--- src/sv/ngeg_pkg.sv ---
// Shared types and constants of the normalized Gegenbauer evaluator.
`default_nettype none
package ngeg_pkg;

  localparam int unsigned DEG_W    = 6;
  localparam int unsigned X_W      = 32;
  localparam int unsigned BASE_W   = 31;
  localparam int unsigned VAL_W    = 48;
  localparam int unsigned FAC_W    = 8;
  localparam int unsigned PQ_W     = 24;
  localparam int unsigned DIV_FRAC = 58;
  localparam int unsigned SQ_STEPS = 32;
  localparam int unsigned ROOT_W   = 32;
  localparam int unsigned OPND_W   = 64;
  localparam int unsigned PROD_W   = 128;
  localparam int unsigned SH_INIT  = 27;
  localparam int unsigned SH_RAISE = 29;
  localparam int unsigned SH_TERM  = 59;

  typedef enum logic [1:0] {
    ST_OK    = 2'd0,
    ST_RANGE = 2'd1,
    ST_ORDER = 2'd2
  } status_t;

  typedef enum logic [3:0] {
    CMD_NONE    = 4'd0,
    CMD_LOAD    = 4'd1,
    CMD_PQ1     = 4'd2,
    CMD_PQ2     = 4'd3,
    CMD_ROOT_GO = 4'd4,
    CMD_MUL_GO  = 4'd5,
    CMD_MUL_WB  = 4'd6,
    CMD_INC_I   = 4'd7,
    CMD_RESET_I = 4'd8,
    CMD_SUM     = 4'd9,
    CMD_OUT     = 4'd10
  } cmd_t;

  typedef enum logic [1:0] {
    K_R0 = 2'd0,
    K_R1 = 2'd1,
    K_A  = 2'd2,
    K_B  = 2'd3
  } kind_t;

  typedef enum logic [2:0] {
    M_N1I = 3'd0,
    M_N0  = 3'd1,
    M_N1  = 3'd2,
    M_XA  = 3'd3,
    M_T1  = 3'd4,
    M_T2  = 3'd5
  } msel_t;

  typedef enum logic [1:0] {
    O_ZERO = 2'd0,
    O_N0   = 2'd1,
    O_N1   = 2'd2
  } osrc_t;

  typedef struct packed {
    cmd_t  cmd;
    kind_t kind;
    msel_t sel;
    osrc_t src;
  } ctl_t;

  typedef struct packed {
    logic st_bad;
    logic raise_done;
    logic l_zero;
    logic l_one;
    logic rec_done;
    logic root_done;
    logic mul_done;
  } flags_t;

endpackage
`default_nettype wire

--- src/sv/ngeg_ctrl.sv ---
// Controller state machine sequencing the evaluator datapath.
`default_nettype none
module ngeg_ctrl (
  input  wire logic             clk,
  input  wire logic             rst_n,
  input  wire logic             in_valid,
  output logic                  in_ready,
  output logic                  out_valid,
  input  wire logic             out_ready,
  input  wire ngeg_pkg::flags_t flags,
  output ngeg_pkg::ctl_t        ctl
);
  import ngeg_pkg::*;

  typedef enum logic [14:0] {
    S_IDLE  = 15'h0001,
    S_CHECK = 15'h0002,
    S_RTEST = 15'h0004,
    S_DTEST = 15'h0008,
    S_CTEST = 15'h0010,
    S_PQ1   = 15'h0020,
    S_PQ2   = 15'h0040,
    S_RGO   = 15'h0080,
    S_RWAIT = 15'h0100,
    S_MGO   = 15'h0200,
    S_MWAIT = 15'h0400,
    S_MWB   = 15'h0800,
    S_SUM   = 15'h1000,
    S_NEXTI = 15'h2000,
    S_OUT   = 15'h4000
  } state_t;

  state_t state_r, state_nxt;
  kind_t  kind_r, kind_nxt;
  msel_t  sel_r, sel_nxt;
  osrc_t  src_r, src_nxt;
  logic   out_valid_r, out_valid_nxt;

  always_comb begin
    state_nxt     = state_r;
    kind_nxt      = kind_r;
    sel_nxt       = sel_r;
    src_nxt       = src_r;
    out_valid_nxt = out_valid_r && !out_ready;
    ctl.cmd       = CMD_NONE;
    ctl.kind      = kind_r;
    ctl.sel       = sel_r;
    ctl.src       = src_r;
    unique case (state_r)
      S_IDLE: begin
        if (in_valid) begin
          ctl.cmd   = CMD_LOAD;
          state_nxt = S_CHECK;
        end
      end
      S_CHECK: begin
        if (flags.st_bad) begin
          src_nxt   = O_ZERO;
          state_nxt = S_OUT;
        end else begin
          sel_nxt   = M_N1I;
          state_nxt = S_MGO;
        end
      end
      S_RTEST: begin
        if (flags.raise_done) begin
          state_nxt = S_DTEST;
        end else begin
          kind_nxt  = K_R0;
          state_nxt = S_PQ1;
        end
      end
      S_DTEST: begin
        if (flags.l_zero) begin
          src_nxt   = O_N0;
          state_nxt = S_OUT;
        end else if (flags.l_one) begin
          src_nxt   = O_N1;
          state_nxt = S_OUT;
        end else begin
          ctl.cmd   = CMD_RESET_I;
          state_nxt = S_CTEST;
        end
      end
      S_CTEST: begin
        if (flags.rec_done) begin
          src_nxt   = O_N1;
          state_nxt = S_OUT;
        end else begin
          kind_nxt  = K_A;
          state_nxt = S_PQ1;
        end
      end
      S_PQ1: begin
        ctl.cmd   = CMD_PQ1;
        state_nxt = S_PQ2;
      end
      S_PQ2: begin
        ctl.cmd   = CMD_PQ2;
        state_nxt = S_RGO;
      end
      S_RGO: begin
        ctl.cmd   = CMD_ROOT_GO;
        state_nxt = S_RWAIT;
      end
      S_RWAIT: begin
        if (flags.root_done) begin
          unique case (kind_r)
            K_R0:    sel_nxt = M_N0;
            K_R1:    sel_nxt = M_N1;
            K_A:     sel_nxt = M_XA;
            default: sel_nxt = M_T2;
          endcase
          state_nxt = S_MGO;
        end
      end
      S_MGO: begin
        ctl.cmd   = CMD_MUL_GO;
        state_nxt = S_MWAIT;
      end
      S_MWAIT: begin
        if (flags.mul_done) begin
          state_nxt = S_MWB;
        end
      end
      S_MWB: begin
        ctl.cmd = CMD_MUL_WB;
        unique case (sel_r)
          M_N1I: state_nxt = S_RTEST;
          M_N0: begin
            kind_nxt  = K_R1;
            state_nxt = S_PQ1;
          end
          M_N1: state_nxt = S_NEXTI;
          M_XA: begin
            sel_nxt   = M_T1;
            state_nxt = S_MGO;
          end
          M_T1: begin
            kind_nxt  = K_B;
            state_nxt = S_PQ1;
          end
          M_T2:    state_nxt = S_SUM;
          default: state_nxt = S_IDLE;
        endcase
      end
      S_SUM: begin
        ctl.cmd   = CMD_SUM;
        state_nxt = S_CTEST;
      end
      S_NEXTI: begin
        ctl.cmd   = CMD_INC_I;
        state_nxt = S_RTEST;
      end
      S_OUT: begin
        if (!out_valid_r || out_ready) begin
          ctl.cmd       = CMD_OUT;
          out_valid_nxt = 1'b1;
          state_nxt     = S_IDLE;
        end
      end
      default: state_nxt = S_IDLE;
    endcase
  end

  always_ff @(posedge clk) begin
    if (!rst_n) begin
      state_r     <= S_IDLE;
      kind_r      <= K_R0;
      sel_r       <= M_N1I;
      src_r       <= O_ZERO;
      out_valid_r <= 1'b0;
    end else begin
      state_r     <= state_nxt;
      kind_r      <= kind_nxt;
      sel_r       <= sel_nxt;
      src_r       <= src_nxt;
      out_valid_r <= out_valid_nxt;
    end
  end

  assign in_ready  = (state_r == S_IDLE);
  assign out_valid = out_valid_r;

endmodule
`default_nettype wire

--- config.mk ---
export PLATFORM = sky130hd
export DESIGN_NAME = ngeg_ctrl
export DESIGN_NICKNAME = d
export VERILOG_FILES = /design/src/sv/ngeg_pkg.sv /design/src/sv/ngeg_ctrl.sv
export SDC_FILE = /design/constraint.sdc
export NUM_CORES = 1
export LEC_CHECK = 0
export ABC_AREA = 1
export ABC_CLOCK_PERIOD_IN_PS = 1650
export BUFFER_PORTS_ARGS = -buffer_cell sky130_fd_sc_hd__buf_2
export CAP_MARGIN = 20
export CORE_AREA = 2 2 88 65
export DETAILED_ROUTE_END_ITERATION = 8
export DIE_AREA = 0 0 90 67
export PLACE_DENSITY_LB_ADDON = 0.1
export SLEW_MARGIN = 30
export SYNTH_ARGS = -nofsm -noshare
export SYNTH_HDL_FRONTEND = slang
export SYNTH_SLANG_ARGS = --single-unit
--- constraint.sdc ---
create_clock -name clk -period 1.65 [get_ports clk]
set_input_delay 0.0825 -clock clk [delete_from_list [all_inputs] [get_ports clk]]
set_output_delay 0.0825 -clock clk [all_outputs]
set_load 0.01 [all_outputs]
; Word level (Yosys, flattened, before mapping)
; Index checks and enable logic that the tools add are counted.
[word_totals]
output_inout_bits = 13
elab_cells = 85
inputBits = 11
register_bits = 23
[classes]
mux = 32
n_eq_ne = 34
n_reduce_logical = 14
[ops]
columns = operator, n
row1 = $pmux W15 S15, 1
row2 = $mux W15, 8
row3 = $pmux W14 S5, 1
row4 = $pmux W4 S10, 1
row5 = $ne A2 B2 Y1 const B, 10
row6 = $pmux W3 S3, 2
row7 = $reduce_and A4 Y1, 4
row8 = $eq A15 B1 Y1 const B, 1
row9 = $eq A15 B10 Y1 const B, 1
row10 = $eq A15 B11 Y1 const B, 1
row11 = $eq A15 B12 Y1 const B, 1
row12 = $eq A15 B13 Y1 const B, 1
row13 = $eq A15 B14 Y1 const B, 1
row14 = $eq A15 B15 Y1 const B, 1
row15 = $eq A15 B2 Y1 const B, 1
row16 = $eq A15 B3 Y1 const B, 1
row17 = $eq A15 B4 Y1 const B, 1
row18 = $eq A15 B5 Y1 const B, 1
row19 = $eq A15 B6 Y1 const B, 1
row20 = $eq A15 B7 Y1 const B, 1
row21 = $eq A15 B8 Y1 const B, 1
row22 = $eq A15 B9 Y1 const B, 1
row23 = $mux W2, 6
row24 = $mux W4, 3
row25 = 18 further kinds, 29

; Logic depth before layout (Yosys ltp)
; Gate-level depths: netlist (run 1).
[depth]
depth_word = 4
depth_mapped = 13
depth_no_buf = 13

; Least setup slack after synthesis (run 1)
; Ideal clock, no wire load.
[synth_path]
path_kind = register -> register
start = register state_r[1]
end = register state_r[10]
arrival_time_ns = 1.285
path_stages_with_launch = 11
setup_time_ns = 0.113
t_required_ns = 1.537
setup_slack_ns = 0.252
period_less_slack_ns = 1.398
path_buffers = 2
cell_sequence = dfxtp_1 nor2_2 nand2_2 nor2_4 buf_6 nand3_2 o21ai_2 nor2_2 buf_6 o21ai_1 nor2_1
[synth_between]
elab_chain_cells = 3
word_cells_on_any_way = 21
cone_classes = eq/ne (19) / mux (1) / reduce/logical (1)
[synth_rtl]
columns = item, line
row1 = start: declaration, ngeg_ctrl.sv:33  ; state_t state_r, state_nxt;
row2 = start signal: assignment, ngeg_ctrl.sv:174  ; state_r <= state_nxt;
row3 = $eq A15 B15 Y1 (tied with other cells), ngeg_ctrl.sv:49  ; unique case (state_r)
row4 = $ne A2 B2 Y1 (no line), --
row5 = $reduce_and A4 Y1 (no line), --
; Several ways; a longest one is shown, not always the timed one.
; A chain may end at the register's enable or synchronous reset.

; Worst setup path after layout (run 1)
[layout_path]
start = register state_r[5]
end = register sel_r[0]
[layout_between]
elab_chain_cells = 3
word_cells_on_any_way = 9
cone_classes = eq/ne (6) / mux (1) / reduce/logical (2)
[layout_rtl]
columns = item, line
row1 = $eq A15 B12 Y1 (tied with other cells), ngeg_ctrl.sv:49
row2 = $ne A2 B2 Y1 (no line) or $reduce_bool A3 Y1 (tied branches), --
row3 = $reduce_and A4 Y1 (no line), --
row4 = end signal: assignment, ngeg_ctrl.sv:176  ; sel_r <= sel_nxt;
row5 = end: declaration, ngeg_ctrl.sv:35  ; msel_t sel_r, sel_nxt;
; Several ways; a longest one is shown, not always the timed one.

==> results.toml, run 1 <==
[outcome]
status = "finished, final reports clean"

[min_path]
min-delay-path-class = "input pin to flop"

[sta]
finalMaxSlewViolations = 0
fin_crit_ns = 1.65
slew_headroom_pct = 76.5
finalHoldViolCount = 0
rsz0062_at_grt = "true"
max_freq_mhz = 607
hold-worst-slack_ns = 0.0782
fin_crit_sh_pct = 99.8
worst_slack_ns = 0.00324
clock_skew_ns = 0.00511
finalSetupViolCount = 0
tightest_slew_ns = 0.352

[final_layout]
syn_to_final_growth_pct = 51.8
antenna_cells = 0
layout-drive-gt1-share_pct = 44.7
finalNetCount = 309

[drt]
drtIter0Drc = 78
dr.pass1.iters = 4
vias = 1628
vias_per_cell = 4.44
drc = 0
postRouteAntennaNets = 0
wl_per_cell_um = 12.5
wirelength_mm = 4.58

[floorplanning]
io_pins = 24
fp.dieH_um = 67
die_w_um = 90
initial_core_util_pct = 29.5
core-area_mm2 = 0.00512
rows = 22
dieArea_mm2 = 0.00603

[synthesis]
synth_ff_type = "dfxtp_1"
syn_area_mm2 = 0.00151
async_flop_share_pct = 0
yosysWarnings = 0
postSynthAreaPerCell_um2 = 6.36
yosys.area.top_type = "dfxtp_1"
ys_seq_area_share_pct = 30.4
ys_ff_latch = 23
synthTopCellsByArea = "dfxtp_1 (30%), nor2_1 (12%), nand2_1 (11%), inv_1 (9.7%), nand3_1 (7.6%)"
synth_top_area_share_pct = 30.4
synth_cell_types = 29
synth-edff-count = 0
synth.top_cells.by_count = "nor2_1 (47), nand2_1 (43), inv_1 (39), dfxtp_1 (23), nand3_1 (23)"
synth.net_count = 251
syn_inst = 238
yosysMostFrequentCell = "nor2_1"

[cts]
ctsHoldBuffers = 0
cts_num_sinks = 23
htreeDepth = 1
cts_inserted_buffers = 3
cts_tree = "built"
path_clk_slew_ns = 0.09
clk_path_buf_depth = 2
root_buffer = "clkbuf_8"
clock_latency_ns = 0.28

[worst_setup_path]
cp-end-kind = "flop"
worst_setup_path_start_kind = "flop"
path_buf_inv = 3
worstPathRequired_ns = 1.83
cp_cell_sequence = "nor2_4 -> nand2_4 -> nor2_4 -> buf_6 -> nand2_8 -> o21ai_4 -> inv_2 -> nand2_4 -> inv_2 -> nor2_1 -> nor2_1"
path_delay_family = "simple AND/OR/NAND/NOR gates"
crit_type = "flop to flop"
cp.arrival_ns = 1.83
worst-path-max-fanout = 8
cpPeakStageDelay_ns = 0.34
slowest_stage = "dfxtp_2"

[global_routing]
gr-total-overflow = 0
grt_antenna_before_repair = 0
grt_usage_pct = 15.0
grt_pass1_vias = 1403
grt_start_max_net_pins = 14
grt_pass1_wl_mm = 6.90

[flow_run]
cap_violations = 0

[placement]
globalplace.congestion = 0.851
dp_hpwl_mm = 3.42
dpl_worst_slack_ns = -0.00560
portBuffers = 23

[power]
leakagePower_nw = 1.15
irDropWorstVdd_mv = 0.433
power_density_mw_per_mm2 = 1200
-- layer usage --
layer / vias up / part of all wire (%) / GRT usage [%]
li1: 866 / - / -
met1: 736 / 54 / 21.2
met2: 21 / 42 / 22.9
met3: 5 / 3.4 / 3.96
met4: 0 / 0.79 / 3.46
met5: - / 0 / 0
-- layout by cell type (no fill, tap or decap), types with 4 or more instances in the layout --
cell / n
nand3_1: 19
nor2_4: 12
o21ai_2: 4
buf_2: 21
nand3_2: 5
buf_4: 24
buf_6: 10
nand2_1: 35
nand4_1: 4
nor2_1: 40
nor2_2: 7
o21ai_1: 6
inv_1: 36
inv_2: 5
nand2_2: 8
dfxtp_2: 11
dfxtp_1: 12
nand2_4: 6
-- kinds of logic after synthesis --
kind of cell               count (synthesis)  share of synthesized area (%)
and+or+nand+nor                          144                           46.0
buffers and inverters                     47                           13.2
DFF                                       23                           30.4
AOI/OAI and AO/OA                         22                           8.69
adders and majority gates                  2                           1.65
-- power by group --
part	switching [W]	internal [W]	leakage, nW
Clock	0.000204	0.000169	0.0255
Sequential	0.0000774	0.000631	0.191
Combinational	0.000907	0.000757	0.934
-- cell type report --
cell class	instances	area (µm²)
Clock inverter	1	5.00
Multi-Input combinational cell	169	1080
Tap cell	72	90.1
Sequential cell	23	474
Clock buffer	3	41.3
Inverter	42	163
Timing Repair Buffer	57	443
Fill cell	533	2820
-- flip-flops by register name, summed over array words and instances, names as in the netlist --
signal     cells
src_r          2
state_r       15
kind_r         2
sel_r          3
out_valid      1
-- final timing paths --
check,end,cells after the start,from,slack (ns)
worst min-delay path,src_r[0]$_SDFFE_PN0P_,3,flags[4],0.08
worst max-delay path,sel_r[0]$_SDFFE_PN0P_,11,state_r[5]$_SDFFE_PN0P_,0.003
worst max register to register,sel_r[0]$_SDFFE_PN0P_,11,state_r[5]$_SDFFE_PN0P_,0.003
worst min register to register,src_r[1]$_SDFFE_PN0P_,2,src_r[1]$_SDFFE_PN0P_,0.49
-- worst min-delay path, delay by kind of cell --
kind            cells  cell delay (ns)
buf+inv             1             0.11
simple gates        1             0.06
compound gates      1             0.06
-- through the flow --
step / total power [W] / cell area (µm²) / setup TNS (ns) / utilization (%) / cells
finish: 0.00275 / 2300 / 0 / 44.8 / 367
global route: 0.00295 / 2300 / -0.929 / 44.8 / 367
CTS: 0.00240 / 2000 / -0.0203 / 39.0 / 359
detailed placement: 0.00186 / 1830 / -0.00560 / 35.8 / 347
global placement: 0.00187 / 1830 / 0 / 35.8 / 347
floorplan: 0.00149 / 1510 / 0 / - / 238
-- timing repair --
| action | in CTS | in global routing |
|---|---|---|
| pin swaps | 10 | 18 |
| gates cloned | 0 | 2 |
| setup buffers | 8 | 6 |
| endpoints found under the setup margin | 9 | 19 |
| gates resized for setup | 22 | 56 |
(Power assumes the default switching activity.)
==> run 2, diff against run 1 <==
--- a/config.mk
+++ b/config.mk
@@ -8,10 +8,10 @@
 export ABC_AREA = 1
 export ABC_CLOCK_PERIOD_IN_PS = 1650
 export BUFFER_PORTS_ARGS = -buffer_cell sky130_fd_sc_hd__buf_2
-export CAP_MARGIN = 20
-export CORE_AREA = 2 2 88 65
+export CAP_MARGIN = 30
+export CORE_AREA = 2 2 67 85
 export DETAILED_ROUTE_END_ITERATION = 8
-export DIE_AREA = 0 0 90 67
+export DIE_AREA = 0 0 69 87
 export PLACE_DENSITY_LB_ADDON = 0.1
 export SLEW_MARGIN = 30
 export SYNTH_ARGS = -nofsm -noshare
==> constraint.sdc (replaced) <==
create_clock -name clk -period 1.65 [get_ports clk]
set_input_delay 0.2475 -clock clk [delete_from_list [all_inputs] [get_ports clk]]
set_output_delay 0.2475 -clock clk [all_outputs]
set_load 0.01 [all_outputs]
==> results.toml, run 2 (same netlist as run 1, synthesis figures left out) <==
[outcome]
status = "finished, violations left"
violations = "setup timing"

[drt]
wirelength_mm = 4.46
wl_per_cell_um = 12.2
vias_per_cell = 4.56
dr.pass1.iters = 5
postRouteAntennaNets = 0
vias = 1664
drtIter0Drc = 47
drc = 0

[min_path]
holdCritStartpoint = "flags[4]"
holdPathEnd = "src_r[0]$_SDFFE_PN0P_"
min-delay-path-class = "input pin to flop"
whs_path_depth = 3

[final_layout]
reg_top3 = "state_r x15, sel_r x3"
fillers = 554
final_cell_mix = "nor2_1 (34), inv_1 (33), nand2_1 (33)"
largest-register = "state_r"
syn_to_final_growth_pct = 53.9
largest_reg_flops = 15
finalNetCount = 315
layout-drive-gt1-share_pct = 49.5
utilization_pct = 44.3
final_common_cell = "nor2_1"
finalNonFillerCells = 365
antenna_cells = 0

[cts]
cts_inserted_buffers = 3
htreeDepth = 1
clk_path_buf_depth = 2
path_clk_slew_ns = 0.09
cts_num_sinks = 23
clock_latency_ns = 0.26
ctsHoldBuffers = 0
root_buffer = "clkbuf_8"
cts_tree = "built"

[sta]
tns_ns = -0.534
tightest_slew_ns = 0.337
fin_crit_ns = 1.77
hold-worst-slack_ns = 0.259
slew_headroom_pct = 77.5
max_freq_mhz = 565
finalSetupViolCount = 7
clock_skew_ns = 0.00265
finalMaxSlewViolations = 0
finalHoldViolCount = 0
fin_crit_sh_pct = 107
rsz0062_at_grt = "true"
worst_slack_ns = -0.121

[power]
power_density_mw_per_mm2 = 1250
irDropWorstVdd_mv = 0.429
leakagePower_nw = 1.20

[global_routing]
grt_pass1_vias = 1578
gr-total-overflow = 0
grt_antenna_before_repair = 0
grt_start_max_net_pins = 18
grt_usage_pct = 14.8
grt_pass1_wl_mm = 7.12

[worst_setup_path]
worst-path-max-fanout = 3
worst_setup_path_start_kind = "flop"
crit_type = "flop to output pin"
rr_startpoint = "state_r[11]$_SDFFE_PN0P_"
cp.arrival_ns = 1.52
worstPathRequired_ns = 1.40
cp-end-kind = "output pin"
r2r_end = "kind_r[1]$_SDFFE_PN0P_"
r2r_slack_ns = -0.01
r2r_cells = 11

[floorplanning]
initial_core_util_pct = 28.8
fp.dieH_um = 87
rows = 30
die_w_um = 69
dieArea_mm2 = 0.00600
core-area_mm2 = 0.00526
io_pins = 24

[placement]
globalplace.congestion = 0.820
dp_hpwl_mm = 3.39
portBuffers = 23
dp.cells = 343

[flow_run]
cap_violations = 0
[run 2: metrics by stage]
step	total power (W)	cell area (µm²)	worst slack [ns]
finish	0.00292	2330	-0.121
global route	0.00315	2330	-0.244
CTS	0.00249	2020	-0.214
detailed placement	0.00190	1850	-0.00505
global placement	0.00191	1850	-0.0100
floorplan	0.00149	1510	0.204
[run 2: worst max path at each step]
stage / slack, ns / from / to / cells after the start
2_1_floorplan: 0.20 / state_r[14]$_SDFFE_PN0P_ / ctl[7] / 6
3_3_place_gp: -0.01 / state_r[4]$_SDFFE_PN0P_ / state_r[8]$_SDFFE_PN0P_ / 10
3_5_place_dp: -0.005 / state_r[2]$_SDFFE_PN0P_ / state_r[8]$_SDFFE_PN0P_ / 10
4_1_cts: -0.21 / state_r[3]$_SDFFE_PN0P_ / ctl[9] / 9
5_1_grt: -0.24 / state_r[1]$_SDFFE_PN0P_ / ctl[10] / 9
6_report: -0.12 / state_r[1]$_SDFFE_PN0P_ / ctl[10] / 9
[run 2: routing by layer]
layer  part of all wire (%)  GRT usage (%)  vias up
li1                       -              -      870
met5                      0              0        -
met1                     43           16.8      756
met2                     52           28.3       32
met4                    2.1           4.46        0
met3                    3.0           2.43        6
[run 2: final cells by class]
class	instances	area (µm²)	share of cell area, %
sequential	23	470	20.2
timing repair buffer	64	498	21.4
clock buffer	4	45.0	1.93
tap	64	80.1	3.44
inverter	42	158	6.77
multi-input combinational	168	1080	46.3
[run 2: what timing repair did]
action                                  4_1_cts  5_1_grt
endpoints found under the setup margin        7       22
pin swaps                                     7       24
resized for setup                            20       66
buffers inserted                              8       11
[run 2: critical path, cell delays in order, from the launching register on]
cell     delay [ns]
dfxtp_2        0.34
nor2_4         0.12
buf_4          0.12
nand2_1        0.06
nor2_2         0.15
nand2_2        0.09
inv_2          0.07
a32oi_2        0.10
nand2_1        0.08
buf_2          0.13
[run 2: where the power goes]
part	switching, W	total (W)	internal [W]
registers	0.0000715	0.000699	0.000627
clock network	0.000190	0.000363	0.000173
logic	0.000947	0.00185	0.000907
==> run 3, diff against run 2 <==
--- a/config.mk
+++ b/config.mk
@@ -6,7 +6,7 @@
 export NUM_CORES = 1
 export LEC_CHECK = 0
 export ABC_AREA = 1
-export ABC_CLOCK_PERIOD_IN_PS = 1650
+export ABC_CLOCK_PERIOD_IN_PS = 2250
 export BUFFER_PORTS_ARGS = -buffer_cell sky130_fd_sc_hd__buf_2
 export CAP_MARGIN = 30
 export CORE_AREA = 2 2 67 85
==> constraint.sdc (replaced) <==
create_clock -name clk -period 2.25 [get_ports clk]
set_input_delay 0.3375 -clock clk [delete_from_list [all_inputs] [get_ports clk]]
set_output_delay 0.3375 -clock clk [all_outputs]
set_load 0.01 [all_outputs]
==> results.toml, run 3 (same netlist as run 1, synthesis figures left out) <==
[outcome]
status = "finished, final reports clean"

[min_path]
min-delay-path-class = "input pin to flop"

[floorplanning]
initial_core_util_pct = 28.8
rows = 30
core-area_mm2 = 0.00526
io_pins = 24
fp.dieH_um = 87
dieArea_mm2 = 0.00600
die_w_um = 69

[cts]
ctsHoldBuffers = 0
path_clk_slew_ns = 0.09
post_cts_buffers = 0
root_buffer = "clkbuf_8"
clock_latency_ns = 0.27
cts_resized = 0
cts_tree = "built"
clk_path_buf_depth = 2
cts_inserted_buffers = 3
htreeDepth = 1
cts_num_sinks = 23

[worst_setup_path]
cp-end-kind = "output pin"
worst_setup_path_start_kind = "flop"
worstPathRequired_ns = 1.91
crit_type = "flop to output pin"
worst-path-max-fanout = 13
cp.arrival_ns = 1.75

[power]
power_density_mw_per_mm2 = 848
leakagePower_nw = 0.915
power_w = 0.00146
irDropWorstVdd_mv = 0.397

[final_layout]
reg_top3 = "state_r x15, sel_r x3"
largest_reg_flops = 15
ff_latch_area_um2 = 460
largest-register = "state_r"
final_common_cell = "nor2_1"
layout-drive-gt1-share_pct = 21.1
finalNetCount = 275
antenna_cells = 0
final_cell_mix = "nor2_1 (47), nand2_1 (43), inv_1 (39)"
fillers = 618
multi_input_area_um2 = 852
stdcell_area_mm2 = 0.00172
finalNonFillerCells = 325
syn_to_final_growth_pct = 13.6

[global_routing]
gr-total-overflow = 0
grt_usage_pct = 14.5
grt_antenna_before_repair = 0
grt_pass1_vias = 1491
grt_start_max_net_pins = 18
grt_pass1_wl_mm = 6.89

[sta]
tightest_slew_ns = 0.491
finalMaxSlewViolations = 0
slew_headroom_pct = 67.3
fin_crit_sh_pct = 92.8
tns_ns = 0
clock_skew_ns = 0.00326
max_freq_mhz = 479
finalHoldViolCount = 0
finalSetupViolCount = 0
fin_crit_ns = 2.09
hold-worst-slack_ns = 0.348
rsz0062_at_grt = "false"

[drt]
postRouteAntennaNets = 0
drc = 0
wirelength_mm = 4.06
dr.pass1.iters = 4
vias_per_cell = 4.50
wl_per_cell_um = 12.5
vias = 1461
drtIter0Drc = 51

[placement]
dp_hpwl_mm = 3.31
globalplace.congestion = 0.838
dp.cells = 321
placed_area_mm2 = 0.00167
portBuffers = 23

[flow_run]
cap_violations = 0
[run 3: changes by cell type in the layout (fill, tap and decap cells not counted), sizes merged]
cell / delta
buf: -40
[run 3: final timing paths]
path / startpoint / endpoint / depth (start not counted) / slack, ns
worst max-delay path: state_r[2]$_SDFFE_PN0P_ / ctl[8] / 6 / 0.16
worst min-delay path: flags[4] / src_r[0]$_SDFFE_PN0P_ / 3 / 0.35
worst max register to register: state_r[2]$_SDFFE_PN0P_ / sel_r[0]$_SDFFE_PN0P_ / 10 / 0.48
worst min register to register: src_r[1]$_SDFFE_PN0P_ / src_r[1]$_SDFFE_PN0P_ / 2 / 0.49
[run 3: area by class of cell]
| class | instances | share of cell area (%) |
|---|---|---|
| clock buffers | 4 | 2.62 |
| multi-input cells | 168 | 49.6 |
| inverters | 42 | 9.18 |
| well taps | 64 | 4.66 |
| repair buffers | 24 | 7.14 |
| flip-flops and latches | 23 | 26.8 |
[run 3: report_power, final]
part	internal (W)	switching [W]
Sequential	0.000457	0.0000516
Combinational	0.000214	0.000468
Clock	0.000127	0.000140
[run 3: per-stage QoR]
stage	utilization, %	setup slack (ns)
global route	32.7	0.0255
finish	32.7	0.163
detailed placement	31.8	0.446
floorplan	-	0.714
global placement	31.8	0.436
CTS	32.7	0.142
[run 3: critical path, stage by stage, from the launching register on]
cell	delay [ns]
dfxtp_1	0.34
nor2_2	0.16
nand2_2	0.12
nor2_4	0.31
o21ai_0	0.27
nand3_1	0.14
buf_2	0.13
[run 3: per-layer routing]
metal | track usage (%) | vias up | share of wire [%]
met5 | 0 | - | 0
met4 | 6.24 | 0 | 2.5
met3 | 1.74 | 9 | 2.8
met2 | 26.4 | 28 | 48
met1 | 17.1 | 640 | 46
li1 | - | 784 | -
